## config.mk

```make
export PLATFORM = sky130hd
export DESIGN_NAME = adts_pcm_frame_deframer_flat
export DESIGN_NICKNAME = d
export VERILOG_FILES = /design/src/rtl/adts_pkg.sv /design/src/rtl/adts_byte_if.sv /design/src/rtl/adts_result_if.sv /design/src/rtl/adts_parse.sv /design/src/rtl/adts_fifo.sv /design/src/rtl/adts_pcm_frame_deframer.sv /design/src/flat_wrapper.sv
export SDC_FILE = /design/constraint.sdc
export NUM_CORES = 1
export LEC_CHECK = 0
export BUFFER_PORTS_ARGS = -buffer_cell sky130_fd_sc_hd__buf_2
export CORE_UTILIZATION = 51
export DETAILED_ROUTE_END_ITERATION = 16
export PLACE_DENSITY = 0.66
export SETUP_SLACK_MARGIN = 0.05
export SLEW_MARGIN = 20
export SYNTH_ARGS = -nofsm -noshare
export SYNTH_HDL_FRONTEND = slang
export SYNTH_HIERARCHICAL = 1
export SYNTH_SLANG_ARGS = --single-unit
```

## constraint.sdc

```tcl
create_clock -name clk -period 4.4 [get_ports clk]
set_input_delay 0 -clock clk [delete_from_list [all_inputs] [get_ports clk]]
set_output_delay 0 -clock clk [all_outputs]
set_load 0.03 [all_outputs]
```

## src/rtl/adts_pkg.sv

```systemverilog
// ----------------------------------------------------------------------------
// adts_pkg: shared types and constants for the ADTS PCM frame deframer
// Phase and status codes, the result record and the default queue depth.
// ----------------------------------------------------------------------------
package adts_pkg;

	localparam int unsigned HDR_BYTES     = 7;
	localparam int unsigned FIFO_DEPTH    = 8;
	localparam logic [7:0]  SYNC_BYTE     = 8'hFF;
	localparam logic [3:0]  SYNC_NIBBLE   = 4'hF;

	typedef enum logic [1:0] {
		PH_HEADER  = 2'd0,
		PH_PAYLOAD = 2'd1,
		PH_SKIP    = 2'd2,
		PH_ERROR   = 2'd3
	} phase_t;

	typedef enum logic [2:0] {
		ST_OK    = 3'd0,
		ST_SYNC  = 3'd1,
		ST_SHORT = 3'd2,
		ST_ODD   = 3'd3,
		ST_TRUNC = 3'd4,
		ST_EMPTY = 3'd5
	} status_t;

	typedef struct packed {
		logic signed [15:0] sample;
		logic               is_status;
		logic [2:0]         status;
		logic               last;
	} res_t;

	// Results caused by one byte, in delivery order.
	typedef struct packed {
		logic [1:0] count;
		res_t       first;
		res_t       second;
	} res_pair_t;

endpackage

```

## src/rtl/adts_byte_if.sv

```systemverilog
// ----------------------------------------------------------------------------
// adts_byte_if: byte stream channel
// Valid/ready channel carrying one buffer byte and its end-of-buffer flag.
// ----------------------------------------------------------------------------
interface adts_byte_if;
	logic       valid;
	logic       ready;
	logic [7:0] data_byte;
	logic       last_byte;

	modport source (output valid, output data_byte, output last_byte, input ready);
	modport sink   (input valid, input data_byte, input last_byte, output ready);
endinterface

```

## src/rtl/adts_result_if.sv

```systemverilog
// ----------------------------------------------------------------------------
// adts_result_if: result channel
// Valid/ready channel carrying one sample or one end-of-buffer status.
// ----------------------------------------------------------------------------
interface adts_result_if;
	logic               valid;
	logic               ready;
	logic signed [15:0] sample;
	logic               is_status;
	logic [2:0]         status;
	logic               last;

	modport source (output valid, output sample, output is_status, output status,
		output last, input ready);
	modport sink   (input valid, input sample, input is_status, input status,
		input last, output ready);
endinterface

```

## src/rtl/adts_parse.sv

```systemverilog
// ----------------------------------------------------------------------------
// adts_parse: header and payload parser
// Updates the frame state for one registered byte and produces up to two
// results: a completed sample and, on the final byte, the buffer status.
// ----------------------------------------------------------------------------
module adts_parse (
	input  logic                clk,
	input  logic                arst_n,
	input  logic                valid,
	input  logic [7:0]          data_byte,
	input  logic                last_byte,
	output adts_pkg::res_pair_t results
);

	adts_pkg::phase_t phase_q, phase_n;
	logic [2:0]  hcount_q, hcount_n;
	logic [7:0]  hdr0_q, hdr0_n;
	logic        sync_q, sync_n;
	logic [7:0]  hdr_q [3];
	logic [7:0]  hdr_n [3];
	logic [12:0] left_q, left_n;
	logic [7:0]  low_q, low_n;
	logic        lowpend_q, lowpend_n;
	logic [2:0]  err_q, err_n;
	logic        any_q, any_n;

	logic [12:0] frame_len;
	logic [12:0] pay_len;
	logic [1:0]  hdr_idx;
	logic        emit_sample;
	adts_pkg::res_t sample_res;
	adts_pkg::res_t status_res;
	adts_pkg::status_t fin_status;

	assign frame_len = {hdr_q[0][1:0], hdr_q[1], hdr_q[2][7:5]};
	assign pay_len   = frame_len - 13'(adts_pkg::HDR_BYTES);
	assign hdr_idx   = 2'(hcount_q - 3'd3);

	// Next state for one byte
	always_comb begin
		phase_n     = phase_q;
		hcount_n    = hcount_q;
		hdr0_n      = hdr0_q;
		sync_n      = sync_q;
		hdr_n       = hdr_q;
		left_n      = left_q;
		low_n       = low_q;
		lowpend_n   = lowpend_q;
		err_n       = err_q;
		any_n       = any_q;
		emit_sample = 1'b0;
		case (phase_q)
			adts_pkg::PH_HEADER: begin
				if (hcount_q == 3'd0) begin
					hdr0_n = data_byte;
				end
				if (hcount_q == 3'd1) begin
					sync_n = (hdr0_q == adts_pkg::SYNC_BYTE) &&
						(data_byte[7:4] == adts_pkg::SYNC_NIBBLE);
				end
				if (hcount_q >= 3'd3 && hcount_q <= 3'd5) begin
					hdr_n[hdr_idx] = data_byte;
				end
				hcount_n = hcount_q + 3'd1;
				if (hcount_q == 3'(adts_pkg::HDR_BYTES - 1)) begin
					hcount_n = 3'd0;
					if (!sync_q) begin
						err_n   = adts_pkg::ST_SYNC;
						phase_n = adts_pkg::PH_ERROR;
					end else if (frame_len < 13'(adts_pkg::HDR_BYTES)) begin
						err_n   = adts_pkg::ST_SHORT;
						phase_n = adts_pkg::PH_ERROR;
					end else if (pay_len != 13'd0) begin
						left_n    = pay_len;
						lowpend_n = 1'b0;
						phase_n   = pay_len[0] ? adts_pkg::PH_SKIP : adts_pkg::PH_PAYLOAD;
					end
				end
			end
			adts_pkg::PH_PAYLOAD: begin
				if (!lowpend_q) begin
					low_n     = data_byte;
					lowpend_n = 1'b1;
				end else begin
					emit_sample = 1'b1;
					lowpend_n   = 1'b0;
					any_n       = 1'b1;
				end
				left_n = left_q - 13'd1;
				if (left_n == 13'd0) begin
					phase_n  = adts_pkg::PH_HEADER;
					hcount_n = 3'd0;
				end
			end
			adts_pkg::PH_SKIP: begin
				left_n = left_q - 13'd1;
				if (left_n == 13'd0) begin
					err_n   = adts_pkg::ST_ODD;
					phase_n = adts_pkg::PH_ERROR;
				end
			end
			default: begin
			end
		endcase
	end

	// Buffer status from the state after this byte
	always_comb begin
		if (err_n != 3'd0) begin
			fin_status = adts_pkg::status_t'(err_n);
		end else if (phase_n == adts_pkg::PH_PAYLOAD || phase_n == adts_pkg::PH_SKIP) begin
			fin_status = adts_pkg::ST_TRUNC;
		end else if (!any_n) begin
			fin_status = adts_pkg::ST_EMPTY;
		end else begin
			fin_status = adts_pkg::ST_OK;
		end
	end

	// Order the results: sample first, then status
	always_comb begin
		sample_res.sample    = $signed({data_byte, low_q});
		sample_res.is_status = 1'b0;
		sample_res.status    = adts_pkg::ST_OK;
		sample_res.last      = 1'b0;
		status_res.sample    = 16'sd0;
		status_res.is_status = 1'b1;
		status_res.status    = fin_status;
		status_res.last      = 1'b1;
		results.first  = emit_sample ? sample_res : status_res;
		results.second = status_res;
		results.count  = valid ? (2'(emit_sample) + 2'(last_byte)) : 2'd0;
	end

	// Hold the frame state; the final byte returns it to reset values
	always_ff @(posedge clk or negedge arst_n) begin
		if (!arst_n) begin
			phase_q   <= adts_pkg::PH_HEADER;
			hcount_q  <= 3'd0;
			left_q    <= 13'd0;
			lowpend_q <= 1'b0;
			err_q     <= 3'd0;
			any_q     <= 1'b0;
		end else if (valid) begin
			if (last_byte) begin
				phase_q   <= adts_pkg::PH_HEADER;
				hcount_q  <= 3'd0;
				left_q    <= 13'd0;
				lowpend_q <= 1'b0;
				err_q     <= 3'd0;
				any_q     <= 1'b0;
			end else begin
				phase_q   <= phase_n;
				hcount_q  <= hcount_n;
				left_q    <= left_n;
				lowpend_q <= lowpend_n;
				err_q     <= err_n;
				any_q     <= any_n;
			end
		end
	end

	// Header bytes and held low byte
	always_ff @(posedge clk) begin
		if (valid) begin
			hdr0_q <= hdr0_n;
			sync_q <= sync_n;
			hdr_q  <= hdr_n;
			low_q  <= low_n;
		end
	end

endmodule

```

## src/rtl/adts_fifo.sv

```systemverilog
// ----------------------------------------------------------------------------
// adts_fifo: result queue
// Takes up to two results a cycle and presents one at its head; flags when
// there is room for the results of two more bytes. DEPTH is a power of two.
// ----------------------------------------------------------------------------
module adts_fifo #(
	parameter int unsigned DEPTH = adts_pkg::FIFO_DEPTH
) (
	input  logic                 clk,
	input  logic                 arst_n,
	input  adts_pkg::res_pair_t  push,
	adts_result_if.source        result_stream,
	output logic                 room
);

	localparam int unsigned PW = $clog2(DEPTH);
	localparam int unsigned CW = $clog2(DEPTH + 1);

	adts_pkg::res_t mem_q [DEPTH];
	logic [PW-1:0]  wr_q;
	logic [PW-1:0]  rd_q;
	logic [CW-1:0]  count_q;
	logic           pop;

	assign pop  = result_stream.valid && result_stream.ready;
	assign room = count_q <= CW'(DEPTH - 4);

	// Present the head entry
	assign result_stream.valid     = count_q != '0;
	assign result_stream.sample    = mem_q[rd_q].sample;
	assign result_stream.is_status = mem_q[rd_q].is_status;
	assign result_stream.status    = mem_q[rd_q].status;
	assign result_stream.last      = mem_q[rd_q].last;

	// Write up to two entries
	always_ff @(posedge clk) begin
		if (push.count != 2'd0) begin
			mem_q[wr_q] <= push.first;
		end
		if (push.count == 2'd2) begin
			mem_q[wr_q + PW'(1)] <= push.second;
		end
	end

	// Advance pointers and count
	always_ff @(posedge clk or negedge arst_n) begin
		if (!arst_n) begin
			wr_q    <= '0;
			rd_q    <= '0;
			count_q <= '0;
		end else begin
			wr_q    <= wr_q + PW'(push.count);
			rd_q    <= rd_q + PW'(pop);
			count_q <= count_q + CW'(push.count) - CW'(pop);
		end
	end

endmodule

```

## src/rtl/adts_pcm_frame_deframer.sv

```systemverilog
// ----------------------------------------------------------------------------
// adts_pcm_frame_deframer: ADTS-framed PCM deframer
// Parses 7-byte ADTS headers and turns payload byte pairs into Q1.15 samples.
// ----------------------------------------------------------------------------
// Usage:
//   byte_stream takes one buffer byte per transfer; last_byte marks the final
//   byte. result_stream delivers little-endian signed samples as they complete,
//   then one status result (is_status = 1, last = 1) after the final byte.
//   Samples are speculative: drop those of a buffer whose status is not ok.
// Timing: a byte is registered, parsed in the next cycle and its results
//   are written to the result queue, which registers them and presents
//   the oldest one at its head.
// Throughput: one byte per cycle while the queue has room. A final byte that
//   completes a sample yields two results, which the single-result output drains one after the other.
// Reset: arst_n clears the parser to header collection and empties the queue.
// Stall: when result_stream.ready is low, results wait in the queue;
//   byte_stream.ready drops once the queue can no longer absorb two bytes.
// ----------------------------------------------------------------------------
module adts_pcm_frame_deframer #(
	parameter int unsigned FIFO_DEPTH = adts_pkg::FIFO_DEPTH
) (
	input  logic          clk,
	input  logic          arst_n,
	adts_byte_if.sink     byte_stream,
	adts_result_if.source result_stream
);

	logic                valid_s1;
	logic [7:0]          byte_s1;
	logic                last_s1;
	logic                room;
	adts_pkg::res_pair_t results;

	assign byte_stream.ready = room;

	// Register the incoming byte
	always_ff @(posedge clk or negedge arst_n) begin
		if (!arst_n) begin
			valid_s1 <= 1'b0;
		end else begin
			valid_s1 <= byte_stream.valid && byte_stream.ready;
		end
	end

	always_ff @(posedge clk) begin
		if (byte_stream.valid && byte_stream.ready) begin
			byte_s1 <= byte_stream.data_byte;
			last_s1 <= byte_stream.last_byte;
		end
	end

	adts_parse u_parse (
		.clk       (clk),
		.arst_n    (arst_n),
		.valid     (valid_s1),
		.data_byte (byte_s1),
		.last_byte (last_s1),
		.results   (results)
	);

	adts_fifo #(
		.DEPTH (FIFO_DEPTH)
	) u_fifo (
		.clk           (clk),
		.arst_n        (arst_n),
		.push          (results),
		.result_stream (result_stream),
		.room          (room)
	);

endmodule

```

## src/flat_wrapper.sv

```systemverilog
// flat-port wrapper written by rule: the top's interface ports become plain ports
module adts_pcm_frame_deframer_flat 
#(
	parameter int unsigned FIFO_DEPTH = adts_pkg::FIFO_DEPTH
)
  (clk, arst_n, byte_stream_valid, byte_stream_data_byte, byte_stream_last_byte, byte_stream_ready, result_stream_valid, result_stream_sample, result_stream_is_status, result_stream_status, result_stream_last, result_stream_ready);
  adts_byte_if byte_stream_i ();
  adts_result_if result_stream_i ();
  input  logic clk;
  input  logic arst_n;
  input wire logic [$bits(byte_stream_i.valid)-1:0] byte_stream_valid;
  input wire logic [$bits(byte_stream_i.data_byte)-1:0] byte_stream_data_byte;
  input wire logic [$bits(byte_stream_i.last_byte)-1:0] byte_stream_last_byte;
  output wire logic [$bits(byte_stream_i.ready)-1:0] byte_stream_ready;
  output wire logic [$bits(result_stream_i.valid)-1:0] result_stream_valid;
  output wire logic [$bits(result_stream_i.sample)-1:0] result_stream_sample;
  output wire logic [$bits(result_stream_i.is_status)-1:0] result_stream_is_status;
  output wire logic [$bits(result_stream_i.status)-1:0] result_stream_status;
  output wire logic [$bits(result_stream_i.last)-1:0] result_stream_last;
  input wire logic [$bits(result_stream_i.ready)-1:0] result_stream_ready;
  assign byte_stream_i.valid = byte_stream_valid;
  assign byte_stream_i.data_byte = byte_stream_data_byte;
  assign byte_stream_i.last_byte = byte_stream_last_byte;
  assign byte_stream_ready = byte_stream_i.ready;
  assign result_stream_valid = result_stream_i.valid;
  assign result_stream_sample = result_stream_i.sample;
  assign result_stream_is_status = result_stream_i.is_status;
  assign result_stream_status = result_stream_i.status;
  assign result_stream_last = result_stream_i.last;
  assign result_stream_i.ready = result_stream_ready;
  adts_pcm_frame_deframer #(.FIFO_DEPTH(FIFO_DEPTH)) u_core (.clk(clk), .arst_n(arst_n), .byte_stream(byte_stream_i), .result_stream(result_stream_i));
endmodule
```

==> summary.txt <==
STA
  – Setup-failing EPs final: 0
  – Slew HR: 39.1%
  – Setup slack after layout: 0.383 ns
  – Period Utilization, post-route: 91.3%
  – Period minus WS final: 4.02 ns
  – Setup TNS: 0 ns
  – Worst-Margin Slew: 0.904 ns
  – Final clock skew: 0.0167 ns
  – Fmax: 249 MHz
  – Final hold violation count: 0
  – Hold_ws: 0.116 ns
  – RSZ-0062 raised after global routing: no
  – Max-slew violation count: 0

Worst setup path
  – R2r setup slk: 0.38 ns
  – R2r worst-path depth: 10
  – Buf/Inv on CP: 0
  – Critical path's largest stage delay: 0.55 ns
  – CP endpoint kind: flop
  – Critical Path AT: 4.31 ns
  – Crit path max-delay family: compound AO/OA/AOI/OAI gates
  – Crit Path Class: reg -> reg
  – CP cell instances: ha_1, a2111oi_2, or3b_1, xor2_1, and3_2, a31oi_1, o2bb2ai_1, a221oi_2, o21ai_0, mux2_1
  – Critical path endpoint: u_core/u_fifo/mem_q[4][1]$_DFFE_PP_
  – Worst r2r src: u_core/u_parse/frame_len[0]$_DFFE_PP_
  – Worst setup SP type: flop
  – Critical Path Source: u_core/u_parse/frame_len[0]$_DFFE_PP_
  – CP Depth: 10
  – CP max-delay cell: edfxtp_1
  – Reg-to-reg endpoint: u_core/u_fifo/mem_q[4][1]$_DFFE_PP_
  – Crit Path Max Fanout: 9
  – Required time worst endpoint: 4.69 ns

Die
  – Core footprint: 0.0253 mm²
  – Die Y: 163 µm
  – Initial Util: 52.2%
  – Die Span X: 163 µm
  – Std-Cell Rows: 58
  – DIE AREA: 0.0265 mm²
  – Io pins: 36

Route
  – Number of antenna-violating nets in the routed design: 0
  – Final wirelength: 29.8 mm
  – Vias per Instance: 5.95
  – Detailed Routing Iterations Pass 1: 5
  – Initial DRC count: 653
  – WL per Instance: 22.7 µm
  – DRC Markers: 0
  – Routed via count: 7,817

CTS
  – CTS Sinks: 241
  – Worst skew pair latency: 0.54 ns
  – Root buffer cell: clkbuf_16
  – Post-CTS Repair Setup Buffers: 0
  – TritonCTS Buffers: 28
  – H-Tree Depth: 1
  – CTS tree: yes
  – Reg clk slew, reported paths: 0.06 ns
  – Max Root-Sink Buffers: 3

Logic synthesis
  – FF+latch count, synth: 241
  – Sequential fraction of the synthesis area: 53.7%
  – Post-synth EDFFs: 207
  – Post-synth top area share: 47.2%
  – Main flop type after synthesis: edfxtp_1
  – Post-Syn Instances: 911
  – Biggest area consumer among synthesized cells: edfxtp_1
  – Count of different cell masters after synthesis: 83
  – Synthesized cell area: 0.0132 mm²
  – Warning count from the yosys run: 6
  – Synth area leaders: edfxtp_1, mux2_2, mux4_2
  – Syn_area_per_cell: 14.5 µm²
  – Asr flop ratio synth: 14.1%

Finish
  – Multi-input combinational cell area: 0.00561 mm²
  – Antenna diode instance count: 0
  – Fill count: 2,022
  – Share of cells above drive strength 1: 38.6%
  – Area growth syn-to-layout: 11.1%
  – Final nets: 996
  – Seq. cell area: 0.00707 mm²

Global route
  – Vias in the first global route: 7,995
  – First-pass GRT wire length: 46.2 mm
  – Initial antenna violation count: 0
  – Largest net degree at the start of global routing: 35
  – Gr usage total: 22.9%
  – Total grt overflow: 0

Placed design
  – RePlAce Congestion: 0.860
  – IO buf count: 35
  – Place WS: 0.275 ns
  – Hpwl dp: 18.1 mm

Power
  – Pwr dens: 548 mW/mm²
  – Worst IR Drop VDD: 0.481 mV
  – Leakage: 5.41 nW

Outcome
  – Status: finished, final reports clean

Worst hold path
  – Worst Hold Class: in -> async

Flow run
  – Max_cap viols: 0
[registers in the layout, indices dropped and copies added, names as in the netlist, 3 cells and up]
| name | flops |
|---|---|
| u_core/byte_s1 | 8 |
| u_core/u_fifo/count_q | 4 |
| u_core/u_fifo/mem_q | 168 |
| u_core/u_fifo/rd_q | 3 |
| u_core/u_fifo/wr_q | 3 |
| u_core/u_parse/err_q | 3 |
| u_core/u_parse/frame_len | 13 |
| u_core/u_parse/hcount_q | 3 |
| u_core/u_parse/hdr0_q | 8 |
| u_core/u_parse/left_q | 13 |
| u_core/u_parse/low_q | 8 |
[logic make-up (layout without fill, tap and decap cells)]
family / after synthesis / in the layout / share of synthesized area, %
other: 2 / 18 / 0.0570
AO/OA/AOI/OAI: 122 / 122 / 6.06
XOR/XNOR: 19 / 19 / 1.38
multiplexers: 234 / 234 / 24.3
AND/OR/NAND/NOR: 171 / 171 / 7.70
adder cells (fa/ha/maj): 21 / 21 / 2.11
flip-flops: 241 / 241 / 53.7
buffers and inverters: 101 / 158 / 4.71
[per-layer routing]
metal  part of all wire, %  GRT usage (%)
met1                    42           29.7
met2                    51           40.8
met3                   4.6           2.67
met4                   1.9           5.73
met5                     0              0
[worst reg2reg max path: stages, from the launching register on]
cell and delay [ns]:
edfxtp_1 0.55, ha_1 0.36, a2111oi_2 0.45, or3b_1 0.41, xor2_1 0.32, and3_2 0.24, a31oi_1 0.13, o2bb2ai_1 0.23
a221oi_2 0.38, o21ai_0 0.32, mux2_1 0.38
[metrics by stage]
| step | std cells | util, % | total power, mW | area (µm²) |
|---|---|---|---|---|
| CTS | 1314 | 57.9 | 8.09 | 14600 |
| global placement | 1250 | 53.9 | 5.78 | 13600 |
| detailed placement | 1250 | 53.9 | 5.81 | 13600 |
| finish | 1314 | 57.9 | 8.03 | 14600 |
| global route | 1314 | 57.9 | 8.42 | 14600 |
| floorplan | 927 | - | 5.16 | 13200 |
[repair_timing]
item                       4_1_cts  5_1_grt
hold endpoints to repair        48        0
hold buffers                    12        0
gates resized for setup          0        2
setup endpoints to repair        0        8
[layout by cell type, fill, tap and decap left out, types with 5 or more instances in the layout]
cell           Yosys  routed
edfxtp_1         207     207
mux2_2           162     162
mux4_2            42      42
nor2_1            42      40
o21ai_0           41      37
buf_2              5      35
dfrtp_1           34      32
inv_1             31      31
clkbuf_16          0      28
buf_4             23      26
mux2_4            23      23
a21oi_1           21      21
nand2_1           20      20
ha_1              19      19
and3_1            18      18
conb_1             2      18
nor3_1            13      13
dlygate4sd3_1      0      12
a31oi_1           12      12
xnor2_1           11      11
clkinv_1           0       9
o22ai_1           10       8
clkinv_2           0       7
xor2_1             6       6
nand2b_1           6       6
nor4_1             6       6
nand3_1            6       6
and2_1             5       5
mux2_1             5       5
[synth_stat cells, drive strengths merged (3+ instances only)]
cell    number
o21ai       41
nand4b       3
xor2         7
mux4        42
o31a         3
nor4b        4
nor3        13
nand4        5
a221oi       3
a31oi       12
nor4         6
ha          19
inv         31
dfrtp       34
xnor2       12
or2          3
nor2        43
clkbuf      24
and3        22
o31ai        6
a22o         4
and2         5
mux2       190
nand3        8
buf         46
or3          6
or4          4
nand2       24
edfxtp     207
a21oi       21
a21o         3
nand2b       7
nor3b        5
o22ai       10
nor2b        4
[layout make-up]
type	count	area share, %
clock inverters	21	1.25
multi-input cells	585	38.3
repair buffers	75	3.63
well taps	330	2.82
clock buffers	31	4.86
flip-flops and latches	241	48.3
inverters	31	0.795
[how the worst min path moves through the flow]
stage          slack, ns                                     to  cells after the start
2_1_floorplan      -0.30     u_core/u_fifo/count_q[0]$_DFF_PN0_                      0
4_1_cts             0.16  u_core/u_parse/left_q[10]$_DFFE_PN0P_                      2
6_report            0.12  u_core/u_parse/left_q[10]$_DFFE_PN0P_                      2
3_3_place_gp        0.17  u_core/u_parse/left_q[11]$_DFFE_PN0P_                      1
3_5_place_dp        0.16   u_core/u_parse/left_q[2]$_DFFE_PN0P_                      1
5_1_grt             0.17               u_core/last_s1$_DFFE_PP_                      2
[report_power, final]
group,internal (mW),leakage [nW],switching (mW)
clock network,1.34,0.440,0.920
logic,1.13,2.67,1.49
registers,2.76,2.30,0.383
total,5.23,5.41,2.79
No activity file was read; power rests on OpenSTA's default activity.
